[src/rtl/mip_box_downsample_2x2_macros.svh]
// assertion helpers shared by the rtl files
`ifndef MIP_BOX_DOWNSAMPLE_2X2_MACROS_SVH
`define MIP_BOX_DOWNSAMPLE_2X2_MACROS_SVH

`ifndef NO_ASSERTIONS
// same-cycle implication
`define MIPDS_ASSERT_IMP(lbl, clk, rstn, ante, cons, msg) \
  lbl: assert property (@(posedge clk) disable iff (!rstn) (ante) |-> (cons)) else $error(msg);
// next-cycle implication
`define MIPDS_ASSERT_NXT(lbl, clk, rstn, ante, cons, msg) \
  lbl: assert property (@(posedge clk) disable iff (!rstn) (ante) |=> (cons)) else $error(msg);
`else
`define MIPDS_ASSERT_IMP(lbl, clk, rstn, ante, cons, msg)
`define MIPDS_ASSERT_NXT(lbl, clk, rstn, ante, cons, msg)
`endif

`endif

[src/rtl/mipds_ram.sv]
module mipds_ram #(
  parameter int WIDTH = 8,
  parameter int DEPTH = 16
) (
  input  logic                                  clk_i,
  input  logic                                  we_i,
  input  logic [(DEPTH > 1 ? $clog2(DEPTH) : 1)-1:0] waddr_i,
  input  logic [WIDTH-1:0]                      wdata_i,
  input  logic                                  re_i,
  input  logic [(DEPTH > 1 ? $clog2(DEPTH) : 1)-1:0] raddr_i,
  output logic [WIDTH-1:0]                      rdata_o
);

  logic [WIDTH-1:0] mem_q [DEPTH];
  logic [WIDTH-1:0] rdata_q;

  always_ff @(posedge clk_i) begin
    if (we_i) begin
      mem_q[waddr_i] <= wdata_i;
    end
    if (re_i) begin
      rdata_q <= mem_q[raddr_i];
    end
  end

  assign rdata_o = rdata_q;

endmodule

[config.mk]
export PLATFORM = sky130hd
export DESIGN_NAME = mipds_ram
export DESIGN_NICKNAME = d
export VERILOG_FILES = /design/src/rtl/mip_box_downsample_2x2_macros.svh /design/src/rtl/mipds_ram.sv
export SDC_FILE = /design/constraint.sdc
export NUM_CORES = 1
export LEC_CHECK = 0
export BUFFER_PORTS_ARGS = -buffer_cell sky130_fd_sc_hd__buf_2
export CAP_MARGIN = 30
export CORE_ASPECT_RATIO = 1.2
export CORE_MARGIN = 8
export CORE_UTILIZATION = 60
export DETAILED_ROUTE_END_ITERATION = 8
export PLACE_DENSITY = 0.79
export SETUP_SLACK_MARGIN = 0.02
export SYNTH_ARGS = -nofsm -noshare
export SYNTH_HDL_FRONTEND = slang
export SYNTH_SLANG_ARGS = --single-unit
[constraint.sdc]
create_clock -name clk_i -period 1.9 [get_ports clk_i]
set_input_delay 0.19 -clock clk_i [delete_from_list [all_inputs] [get_ports clk_i]]
set_output_delay 0.19 -clock clk_i [all_outputs]
set_load 0.02 [all_outputs]
==> metrics.cfg <==
[global_routing]
grtUsageMet3_pct = 5.05
grt_pass1_wl_mm = 15.5
grt_pass1_vias = 2702
grt.overflow.total = 0
top_usage_layer = met2
met1_usage_pct = 23.0
antenna_found_initial = 0
track_usage_pct = 18.2
met2_usage_pct = 27.9
grt_max_degree = 32

[yosys]
synth_enable_flop_cells = 136
synth.avg_cell_area_um2 = 22.8
synthTopCellsByCount = 136 x edfxtp_1, 18 x mux4_2, 16 x a22oi_1
synth_top_area_share_pct = 78.1
yosys.area.top_type = edfxtp_1
ys_types = 18
synthTopCellsByArea = edfxtp_1 78%, mux4_2 7.8%, mux4_1 7.0%, a22oi_1 2.3%, nor2_1 0.93%
synth_nets = 248
synth_area_um2 = 5230
synth_ff_type = edfxtp_1
ys_seq_area_share_pct = 78.1
ys_async_sr_fraction_pct = 0
yosysWarnings = 0
syn_inst = 229
ys_ff_latch = 136
yosysMostFrequentCell = edfxtp_1

[sta]
finClkSkew_ns = 0.00616
clock.fmax_mhz = 641
worstMarginPinSlew_ns = 0.587
relSlewSlack_pct = 60.7
drv_slew = 0
rsz0062_at_grt = no
setup_violations = 0
hold_violations = 0
layout_min_cycle_time_ns = 1.56
setup_tns_ns = 0
period_share_pct = 82.1

[min_path]
hp-start = re_i
hold_end = rdata_o[7]
holdPathStages = 1
hp-class = in2reg

[placement]
hpwlAfterDp_mm = 6.66
dp_cells = 387
portBuffers = 26
routabilityCongestion = 0.756

[drt]
drtPass1Iterations = 4
drtAntennaViolNets = 0
drt_iter0_markers = 171
vias = 2522
wl_per_cell_um = 23.6
viasPerCell = 6.02
wirelength_mm = 9.90
drc_errors = 0

[die]
rows = 37
initial_core_util_pct = 61.4
die_x_um = 101
dieHeight_um = 118
dieArea_um2 = 12000
core_area_um2 = 8520
pin_count = 27

[clock_network]
clock_sinks = 136
path_clk_slew_ns = 0.06
clock_latency_ns = 0.51
cts_tree = built
post_cts_buffers = 0
cts_resized = 0
cts_buffers = 17
holdBufCountCts = 0
cts_max_path_buffers = 2
ctsHtreeMaxLevel = 4
cts_root_buf = clkbuf_8

[worst_setup_path]
startpoint_type = register
cp-end-kind = register
r2r_cells = 3
critPathKind = reg2reg
regToRegSetupSlack_ns = 0.34
r2r-end = rdata_o[1]
worstPathRequired_ns = 2.16
worstReg2RegStart = mem_q[1][1]
worstPathArrival_ns = 1.82
worstPathMaxFanout = 1

[flow_run]
maxCapViolations = 0

[power]
p_leak_nw = 2.13
p_switching_w = 0.00136
power.internal_w = 0.00549
peakVddDrop_mv = 0.787
swShare_pct = 19.9
power_density_nw_per_um2 = 1100
sequentialPowerShare_pct = 49.6
power_w = 0.00686
combinationalPowerShare_pct = 4.8
clockPowerShare_pct = 45.6

[final_layout]
syn_to_final_growth_pct = 19.1
diodes = 0
nets = 308
num-fill-cells = 510
stdcell_count = 419
drive_gt1_share_pct = 32.5

[status]
outcome = completed

## power groups by stage
| stage | sequential (W) | combinational [W] | clock [W] |
|---|---|---|---|
| floorplan | 0.00347 | 0.000171 | 0 |
| global placement | 0.00346 | 0.000326 | 0 |
| detailed placement | 0.00346 | 0.000336 | 0 |
| CTS | 0.00340 | 0.000337 | 0.00316 |
| global route | 0.00341 | 0.000361 | 0.00328 |
| finish | 0.00340 | 0.000332 | 0.00313 |
## stage by stage
step           hold WS, ns  utilization [%]  worst slack (ns)  cell area [um^2]
6_report            0.0453             73.1             0.339              6230
3_5_place_dp         0.572             66.4             0.144              5660
2_1_floorplan        0.289                -             0.217              5230
5_1_grt             0.0321             73.1             0.276              6230
4_1_cts             0.0263             73.1             0.348              6230
3_3_place_gp         0.570             66.4             0.113              5660
## cell type report
cell class | count | area, um^2 | share of cell area [%]
Sequential cell | 136 | 4080 | 65.6
Multi-Input combinational cell | 83 | 1060 | 17.0
Clock buffer | 17 | 414 | 6.65
Timing Repair Buffer | 51 | 368 | 5.91
Clock inverter | 15 | 159 | 2.55
Tap cell | 117 | 146 | 2.35
## sequential cells by signal (all words and copies together), names as in the netlist
name and flops:
mem_q 128, rdata_o 8
## worst max-delay path, stage by stage (launching register included)
cell and delay, ns:
edfxtp_1 0.37, mux4_1 0.58, a22oi_1 0.27, nand2_1 0.09
## routing by layer
metal	routed length [um]	share of wire [%]
met1	4080	41
met2	4920	50
met3	632	6.4
met4	276	2.8
met5	0	0
## layout by cell type, fill, tap and decap left out
| master | n |
|---|---|
| and2_1 | 1 |
| buf_2 | 26 |
| clkbuf_16 | 16 |
| and2b_1 | 1 |
| buf_12 | 4 |
| clkinvlp_4 | 4 |
| inv_6 | 1 |
| clkinv_2 | 3 |
| a22oi_1 | 16 |
| clkinv_1 | 4 |
| nor3_1 | 4 |
| nand2_1 | 9 |
| buf_4 | 21 |
| nand3_1 | 1 |
| nor2_1 | 13 |
| nor2b_1 | 1 |
| clkbuf_8 | 1 |
| edfxtp_1 | 136 |
| or3b_2 | 1 |
| bufinv_16 | 3 |
| mux4_2 | 18 |
| nand3b_1 | 2 |
| mux4_1 | 14 |
| nand2b_1 | 2 |
## cells by family (layout without fill, tap and decap cells)
group,after synthesis,after routing,synth area share (%)
mux,32,32,14.8
simple gates,35,35,3.14
buf+inv,10,83,1.65
compound gates,16,16,2.30
flops,136,136,78.1
## how the worst max path moves through the flow
stage	slack (ns)	from	to	depth (start not counted)
after CTS	0.35	mem_q[2][7]	rdata_o[7]	3
after floorplan	0.22	waddr_i[2]	mem_q[0][0]	2
final	0.34	mem_q[1][1]	rdata_o[1]	3
after global placement	0.11	raddr_i[0]	rdata_o[3]	5
after global routing	0.28	mem_q[1][1]	rdata_o[1]	3
after detailed placement	0.14	raddr_i[0]	rdata_o[3]	5
No activity file was read; power rests on OpenSTA's default activity.
