## config.mk

```make
export PLATFORM = sky130hd
export DESIGN_NAME = mipds_seq
export DESIGN_NICKNAME = d
export VERILOG_FILES = /design/src/rtl/mipds_pkg.sv /design/src/rtl/mipds_seq.sv
export VERILOG_INCLUDE_DIRS = /design/src /design/src/rtl
export SDC_FILE = /design/constraint.sdc
export NUM_CORES = 1
export LEC_CHECK = 0
export ABC_AREA = 0
export BUFFER_PORTS_ARGS = -buffer_cell sky130_fd_sc_hd__buf_2
export CORE_MARGIN = 1.5
export CORE_UTILIZATION = 50
export DETAILED_ROUTE_END_ITERATION = 8
export GPL_TIMING_DRIVEN = 0
export PLACE_DENSITY_LB_ADDON = 0.1
export REMOVE_ABC_BUFFERS = 1
export SYNTH_ARGS = -nofsm -noshare
export SYNTH_HDL_FRONTEND = slang
export SYNTH_SLANG_ARGS = --single-unit
```

## constraint.sdc

```tcl
create_clock -name clk_i -period 3.8 [get_ports clk_i]
set_input_delay 0.19 -clock clk_i [delete_from_list [all_inputs] [get_ports clk_i]]
set_output_delay 0.19 -clock clk_i [all_outputs]
set_load 0.02 [all_outputs]
```

## src/rtl/mip_box_downsample_2x2_macros.svh

```systemverilog
// assertion helpers shared by the rtl files
`ifndef MIP_BOX_DOWNSAMPLE_2X2_MACROS_SVH
`define MIP_BOX_DOWNSAMPLE_2X2_MACROS_SVH

`ifndef NO_ASSERTIONS
// same-cycle implication
`define MIPDS_ASSERT_IMP(lbl, clk, rstn, ante, cons, msg) \
  lbl: assert property (@(posedge clk) disable iff (!rstn) (ante) |-> (cons)) else $error(msg);
// next-cycle implication
`define MIPDS_ASSERT_NXT(lbl, clk, rstn, ante, cons, msg) \
  lbl: assert property (@(posedge clk) disable iff (!rstn) (ante) |=> (cons)) else $error(msg);
`else
`define MIPDS_ASSERT_IMP(lbl, clk, rstn, ante, cons, msg)
`define MIPDS_ASSERT_NXT(lbl, clk, rstn, ante, cons, msg)
`endif

`endif

```

## src/rtl/mipds_pkg.sv

```systemverilog
package mipds_pkg;

  localparam int CHAN_W       = 32;
  localparam int PAIR_W       = CHAN_W + 1;
  localparam int SUM_W        = CHAN_W + 2;
  localparam int NUM_CHAN     = 4;
  localparam int WIDTH_REG_W  = 13;
  localparam int HEIGHT_REG_W = 16;
  localparam int CFG_DATA_W   = 16;
  localparam int CFG_IDX_W    = 1;

  localparam logic [WIDTH_REG_W-1:0]  WIDTH_RESET  = 13'd4096;
  localparam logic [HEIGHT_REG_W-1:0] HEIGHT_RESET = 16'd4096;

  typedef enum logic [CFG_IDX_W-1:0] {
    REG_SOURCE_WIDTH  = 1'b0,
    REG_SOURCE_HEIGHT = 1'b1
  } cfg_reg_e;

  typedef logic signed [CHAN_W-1:0] chan_t;
  typedef logic signed [PAIR_W-1:0] pair_t;
  typedef logic signed [SUM_W-1:0]  sum_t;

  // per-pixel decisions made at accept time
  typedef struct packed {
    logic hold;        // even column: keep pixel for the next one
    logic pair_self;   // one-column source: pixel pairs with itself
    logic store;       // even row: write pair sum to the line store
    logic emit;        // produces a result
    logic twice;       // one-row source: pair sum counts for both rows
    logic frame_done;
  } item_ctl_t;

endpackage

```

## src/rtl/mipds_seq.sv

```systemverilog
`include "mip_box_downsample_2x2_macros.svh"

module mipds_seq #(
  parameter int MAX_WIDTH = 4096
) (
  input  logic                                  clk_i,
  input  logic                                  rst_ni,
  input  logic                                  cfg_we_i,
  input  logic [mipds_pkg::CFG_IDX_W-1:0]       cfg_idx_i,
  input  logic [mipds_pkg::CFG_DATA_W-1:0]      cfg_data_i,
  input  logic                                  acc_i,
  output mipds_pkg::item_ctl_t                  ctl_o,
  output logic [((MAX_WIDTH + 1) / 2 > 1 ? $clog2((MAX_WIDTH + 1) / 2) : 1)-1:0] addr_o
);

  localparam int PAIR_DEPTH = (MAX_WIDTH + 1) / 2;
  localparam int AW  = PAIR_DEPTH > 1 ? $clog2(PAIR_DEPTH) : 1;
  localparam int CW  = $clog2(MAX_WIDTH);
  localparam int WEW = $clog2(MAX_WIDTH + 1);
  localparam int HW  = mipds_pkg::HEIGHT_REG_W;

  logic [mipds_pkg::WIDTH_REG_W-1:0] width_q;
  logic [HW-1:0]                     height_q;
  logic [CW-1:0]                     col_q, col_d;
  logic [HW-1:0]                     row_q, row_d;

  logic [WEW-1:0] w_eff, w_half;
  logic [HW-1:0]  h_eff, h_half, orow;
  logic           w_big, single_col, single_row, last_col, last_row;
  logic [AW-1:0]  pidx;

  // clamp the registers to the usable range
  always_comb begin
    w_big = 32'(width_q) > 32'(MAX_WIDTH);
    if (width_q == '0) begin
      w_eff = WEW'(1);
    end else if (w_big) begin
      w_eff = WEW'(MAX_WIDTH);
    end else begin
      w_eff = WEW'(width_q);
    end
    h_eff      = (height_q == '0) ? HW'(1) : height_q;
    w_half     = (w_eff < WEW'(4)) ? WEW'(1) : (w_eff >> 1);
    h_half     = (h_eff < HW'(4)) ? HW'(1) : (h_eff >> 1);
    single_col = w_eff == WEW'(1);
    single_row = h_eff == HW'(1);
    last_col   = WEW'(col_q) == w_eff - WEW'(1);
    last_row   = row_q == h_eff - HW'(1);
    pidx       = single_col ? '0 : AW'(col_q >> 1);
    orow       = single_row ? '0 : (row_q >> 1);
  end

  always_comb begin
    ctl_o.hold       = !single_col && !col_q[0];
    ctl_o.pair_self  = single_col;
    ctl_o.store      = (single_col || col_q[0]) && !single_row && !row_q[0];
    ctl_o.emit       = (single_col || col_q[0]) && (single_row || row_q[0]);
    ctl_o.twice      = single_row;
    ctl_o.frame_done = (WEW'(pidx) == w_half - WEW'(1)) && (orow == h_half - HW'(1));
    addr_o           = pidx;
  end

  always_comb begin
    col_d = col_q;
    row_d = row_q;
    if (cfg_we_i) begin
      col_d = '0;
      row_d = '0;
    end else if (acc_i) begin
      if (last_col) begin
        col_d = '0;
        row_d = last_row ? '0 : row_q + HW'(1);
      end else begin
        col_d = col_q + CW'(1);
      end
    end
  end

  always_ff @(posedge clk_i or negedge rst_ni) begin
    if (!rst_ni) begin
      width_q  <= mipds_pkg::WIDTH_RESET;
      height_q <= mipds_pkg::HEIGHT_RESET;
      col_q    <= '0;
      row_q    <= '0;
    end else begin
      col_q <= col_d;
      row_q <= row_d;
      if (cfg_we_i) begin
        unique case (mipds_pkg::cfg_reg_e'(cfg_idx_i))
          mipds_pkg::REG_SOURCE_WIDTH:  width_q  <= cfg_data_i[mipds_pkg::WIDTH_REG_W-1:0];
          mipds_pkg::REG_SOURCE_HEIGHT: height_q <= cfg_data_i;
          default: ;
        endcase
      end
    end
  end

  `MIPDS_ASSERT_IMP(a_col_in_range, clk_i, rst_ni, 1'b1, WEW'(col_q) < w_eff, "column past row end")
  `MIPDS_ASSERT_IMP(a_row_in_range, clk_i, rst_ni, 1'b1, row_q < h_eff, "row past image end")
  `MIPDS_ASSERT_NXT(a_col_wrap, clk_i, rst_ni, acc_i && last_col, col_q == '0, "column did not wrap")

endmodule

```

==> run_results.csv <==
group,metric,value,unit
power,p_seq_frac,0.343,
power,p_leak,2.357,nW
die,die_area,0.01098,mm^2
die,rows,36,
grt,grt_max_degree,58,
routing,drtAntennaViolNets,0,
yosys,synth_top_cell_area_share,0.2657,
clocking,htree_levels,3,
worst_hold_path,hp-start,"cfg_data_i[14]",
yosys,ys_seq_area_frac,0.2758,
timing,setup_viol,10,
final_layout,fin_cells,826,
timing,slew_violations,0,
power,intPower,1.405,mW
place,hpwlAfterDp,11330,um
final_layout,layout_commonest_cell,"buf_4",
worst_hold_path,min_path_type,"in2reg",
routing,dr.pass1.iters,5,
grt,gr-total-overflow,0,
routing,post_drt_wl_per_cell,20.09,um
place,dpl_worst_slack,-1.093,ns
clocking,clk_path_buf_depth,2,
critical_path,crit_buf_inv,4,
clocking,cts_tree,"done",
final_layout,drive_gt1_frac,0.2958,
final_layout,n_antenna_cell,0,
yosys,synth_edf_count,0,
die,die_w,104.8,um
power,powerDensity,360.9,mW/mm^2
yosys,yosysWarnings,0,
yosys,syn_inst,632,
routing,vias,5269,
timing,slew_headroom,0.2520,
power,power.total,2.239,mW
grt,grt_pass1_wl,26780,um
routing,viasPerCell,6.379,
timing,setup_slack,-0.1995,ns
die,core_area,0.009910,mm^2
timing,fin_hold_ws,0.07016,ns
grt,grt_antenna_before_repair,0,
yosys,yosysTopAreaCell,"dfrtp_1",
clocking,cts.clk_slew.worst_paths,0.08,ns
yosys,postSynthAreaPerCell,8.196,um^2
grt,grt_util_all_layers,0.3106,
power,power.switching,834.0,uW
timing,setup_tns,-0.7055,ns
critical_path,worstPathRequired,3.61,ns
timing,hold_violations,0,
critical_path,critPathLaunch,"height_q[15]",
timing,fin_crit,3.999,ns
critical_path,path_cells,"nor4_4 -> a41oi_2 -> inv_1 -> ha_2 -> or3b_4 -> nor4_4 -> buf_4 -> buf_6 -> o21ai_2 -> xor2_1 -> nand2_1 -> nor4_2 -> nand4_1 -> nor4_2 -> buf_4",
timing,finalCritPeriodShare,1.052,
place,dp_cells,757,
final_layout,post-route-util,0.6260,
power,comb_power_share,0.360,
yosys,synth.distinct_cells,73,
power,ir_drop,0.2504,mV
clocking,cts_inserted_buffers,9,
critical_path,timing.rr.start,"width_q[11]",
final_layout,nets,717,
critical_path,critPathLaunchType,"flip-flop",
final_layout,final_cell_mix,"52 x buf_4, 50 x nor2_1, 38 x a21oi_1",
clocking,clk_latency,0.35,ns
run_status,status,"finished with violations",
run_status,violations,"negative setup slack",
timing,rsz0062_at_grt,"yes",
final_layout,stdcell_area,0.006203,mm^2
clocking,cts_sinks,57,
yosys,synth-seq-cells,57,
critical_path,critPathTopFamily,"simple AND/OR/NAND/NOR gates",
place,globalplace.congestion,0.9352,
yosys,synth_ff_type,"dfrtp_1",
yosys,synth_area,0.005180,mm^2
power,p_clk_frac,0.296,
critical_path,crit_arrival,3.81,ns
timing,worst_slew_pin_slew,1.118,ns
routing,drt-total-wl,16590,um
die,pin_count,38,
critical_path,path_class,"reg2out",
die,die_h,104.8,um
yosys,synthArstFlopShare,1.000,
critical_path,max_stage_delay,0.43,ns
clocking,root_buffer,"clkbuf_8",
die,start_util,0.5227,
routing,drcViolationCount,0,
place,io_buffers,37,
routing,first_iter_violations,347,
critical_path,critPathSlowestCell,"dfrtp_2",
job,drv_cap,0,
critical_path,end_kind,"output port",
power,switching_share,0.3725,
yosys,ys_top_cells_by_area,"dfrtp_1 27%, xnor2_1 6.3%, mux2_2 6.1%",
timing,fmax,0.2500,GHz
final_layout,area_growth,19.76,%
grt,grt_pass1_vias,5072,
place,dpl-instance-area,0.005333,mm^2
timing,skew,0.01510,ns
critical_path,critPathMaxFanout,5,
-- flip-flops by register name, summed over array words and instances (netlist names) --
register,flops
col_q,12
height_q,16
row_q,16
width_q,13
-- Yosys cell counts, types with 4 or more instances --
library cell	count
a211oi_1	6
a21oi_1	39
or3_1	11
nor4_1	18
a32oi_1	4
nand4_1	17
and2_1	12
nor3_2	4
ha_1	8
mux2i_1	4
o22ai_1	6
o21a_1	4
nor2_1	50
and3_1	8
o32ai_1	8
dfrtp_1	55
o21ai_0	31
nand4b_1	7
mux2_2	28
nand2_1	35
buf_2	5
nor3b_1	4
a2111oi_0	4
or4_1	6
nor2b_1	12
inv_1	23
nand3_1	27
a41oi_1	4
clkbuf_1	32
or2_2	5
nand2b_1	10
o2111ai_1	4
o31ai_1	4
xor2_1	23
xnor2_1	37
nor3_1	20
-- final cells by class --
class	count	area, um^2
Inverter	25	95.09
Clock buffer	10	137.6
Clock inverter	6	91.34
Sequential cell	57	1464
Fill cell	877	3706
Tap cell	133	166.4
Timing Repair Buffer	90	598.1
Multi-Input combinational cell	505	3651
-- per-layer routing --
metal / vias to the layer above / share of wire / track usage
met5: - / 0 / 0
met4: 0 / 0.042 / 0.1614
met3: 49 / 0.081 / 0.06301
met2: 256 / 0.47 / 0.4916
met1: 2513 / 0.41 / 0.3994
li1: 2451 / - / -
-- cell families (layout without fill, tap and decap cells) --
kind of cell	after synthesis	after routing	synth area share
simple gates	268	268	0.3010
compound gates	136	136	0.1729
buf+inv	70	131	0.05652
xor+xnor	61	61	0.1058
flops	57	57	0.2758
mux	32	32	0.06860
fa+ha+maj	8	8	0.01932
-- path summary, 6_finish.rpt --
path                                end  slack [ns]  cells after the start
max reg2reg                   row_q[14]       -0.16                     18
max in group asynchronous  height_q[11]        2.79                      2
min reg2reg                  width_q[7]        0.62                      1
max                            ctl_o[0]       -0.20                     15
min in group asynchronous  height_q[15]        0.44                      2
min                        height_q[14]        0.07                      2
-- power groups by stage --
stage | clock network, mW | registers, mW | logic (mW)
2_1_floorplan | 0 | 0.761 | 0.437
3_3_place_gp | 0 | 0.816 | 0.554
3_5_place_dp | 0 | 0.817 | 0.564
4_1_cts | 0.675 | 0.764 | 0.776
5_1_grt | 0.706 | 0.776 | 0.872
6_report | 0.663 | 0.769 | 0.807
-- repair_timing --
action | CTS | global route
setup endpoints to repair | 32 | 28
pin swaps | 18 | 11
buffers inserted | 50 | 2
endpoints found under the hold margin | 0 | 48
hold buffers | 0 | 1
gates resized for setup | 66 | 8
(Power assumes the default switching activity.)
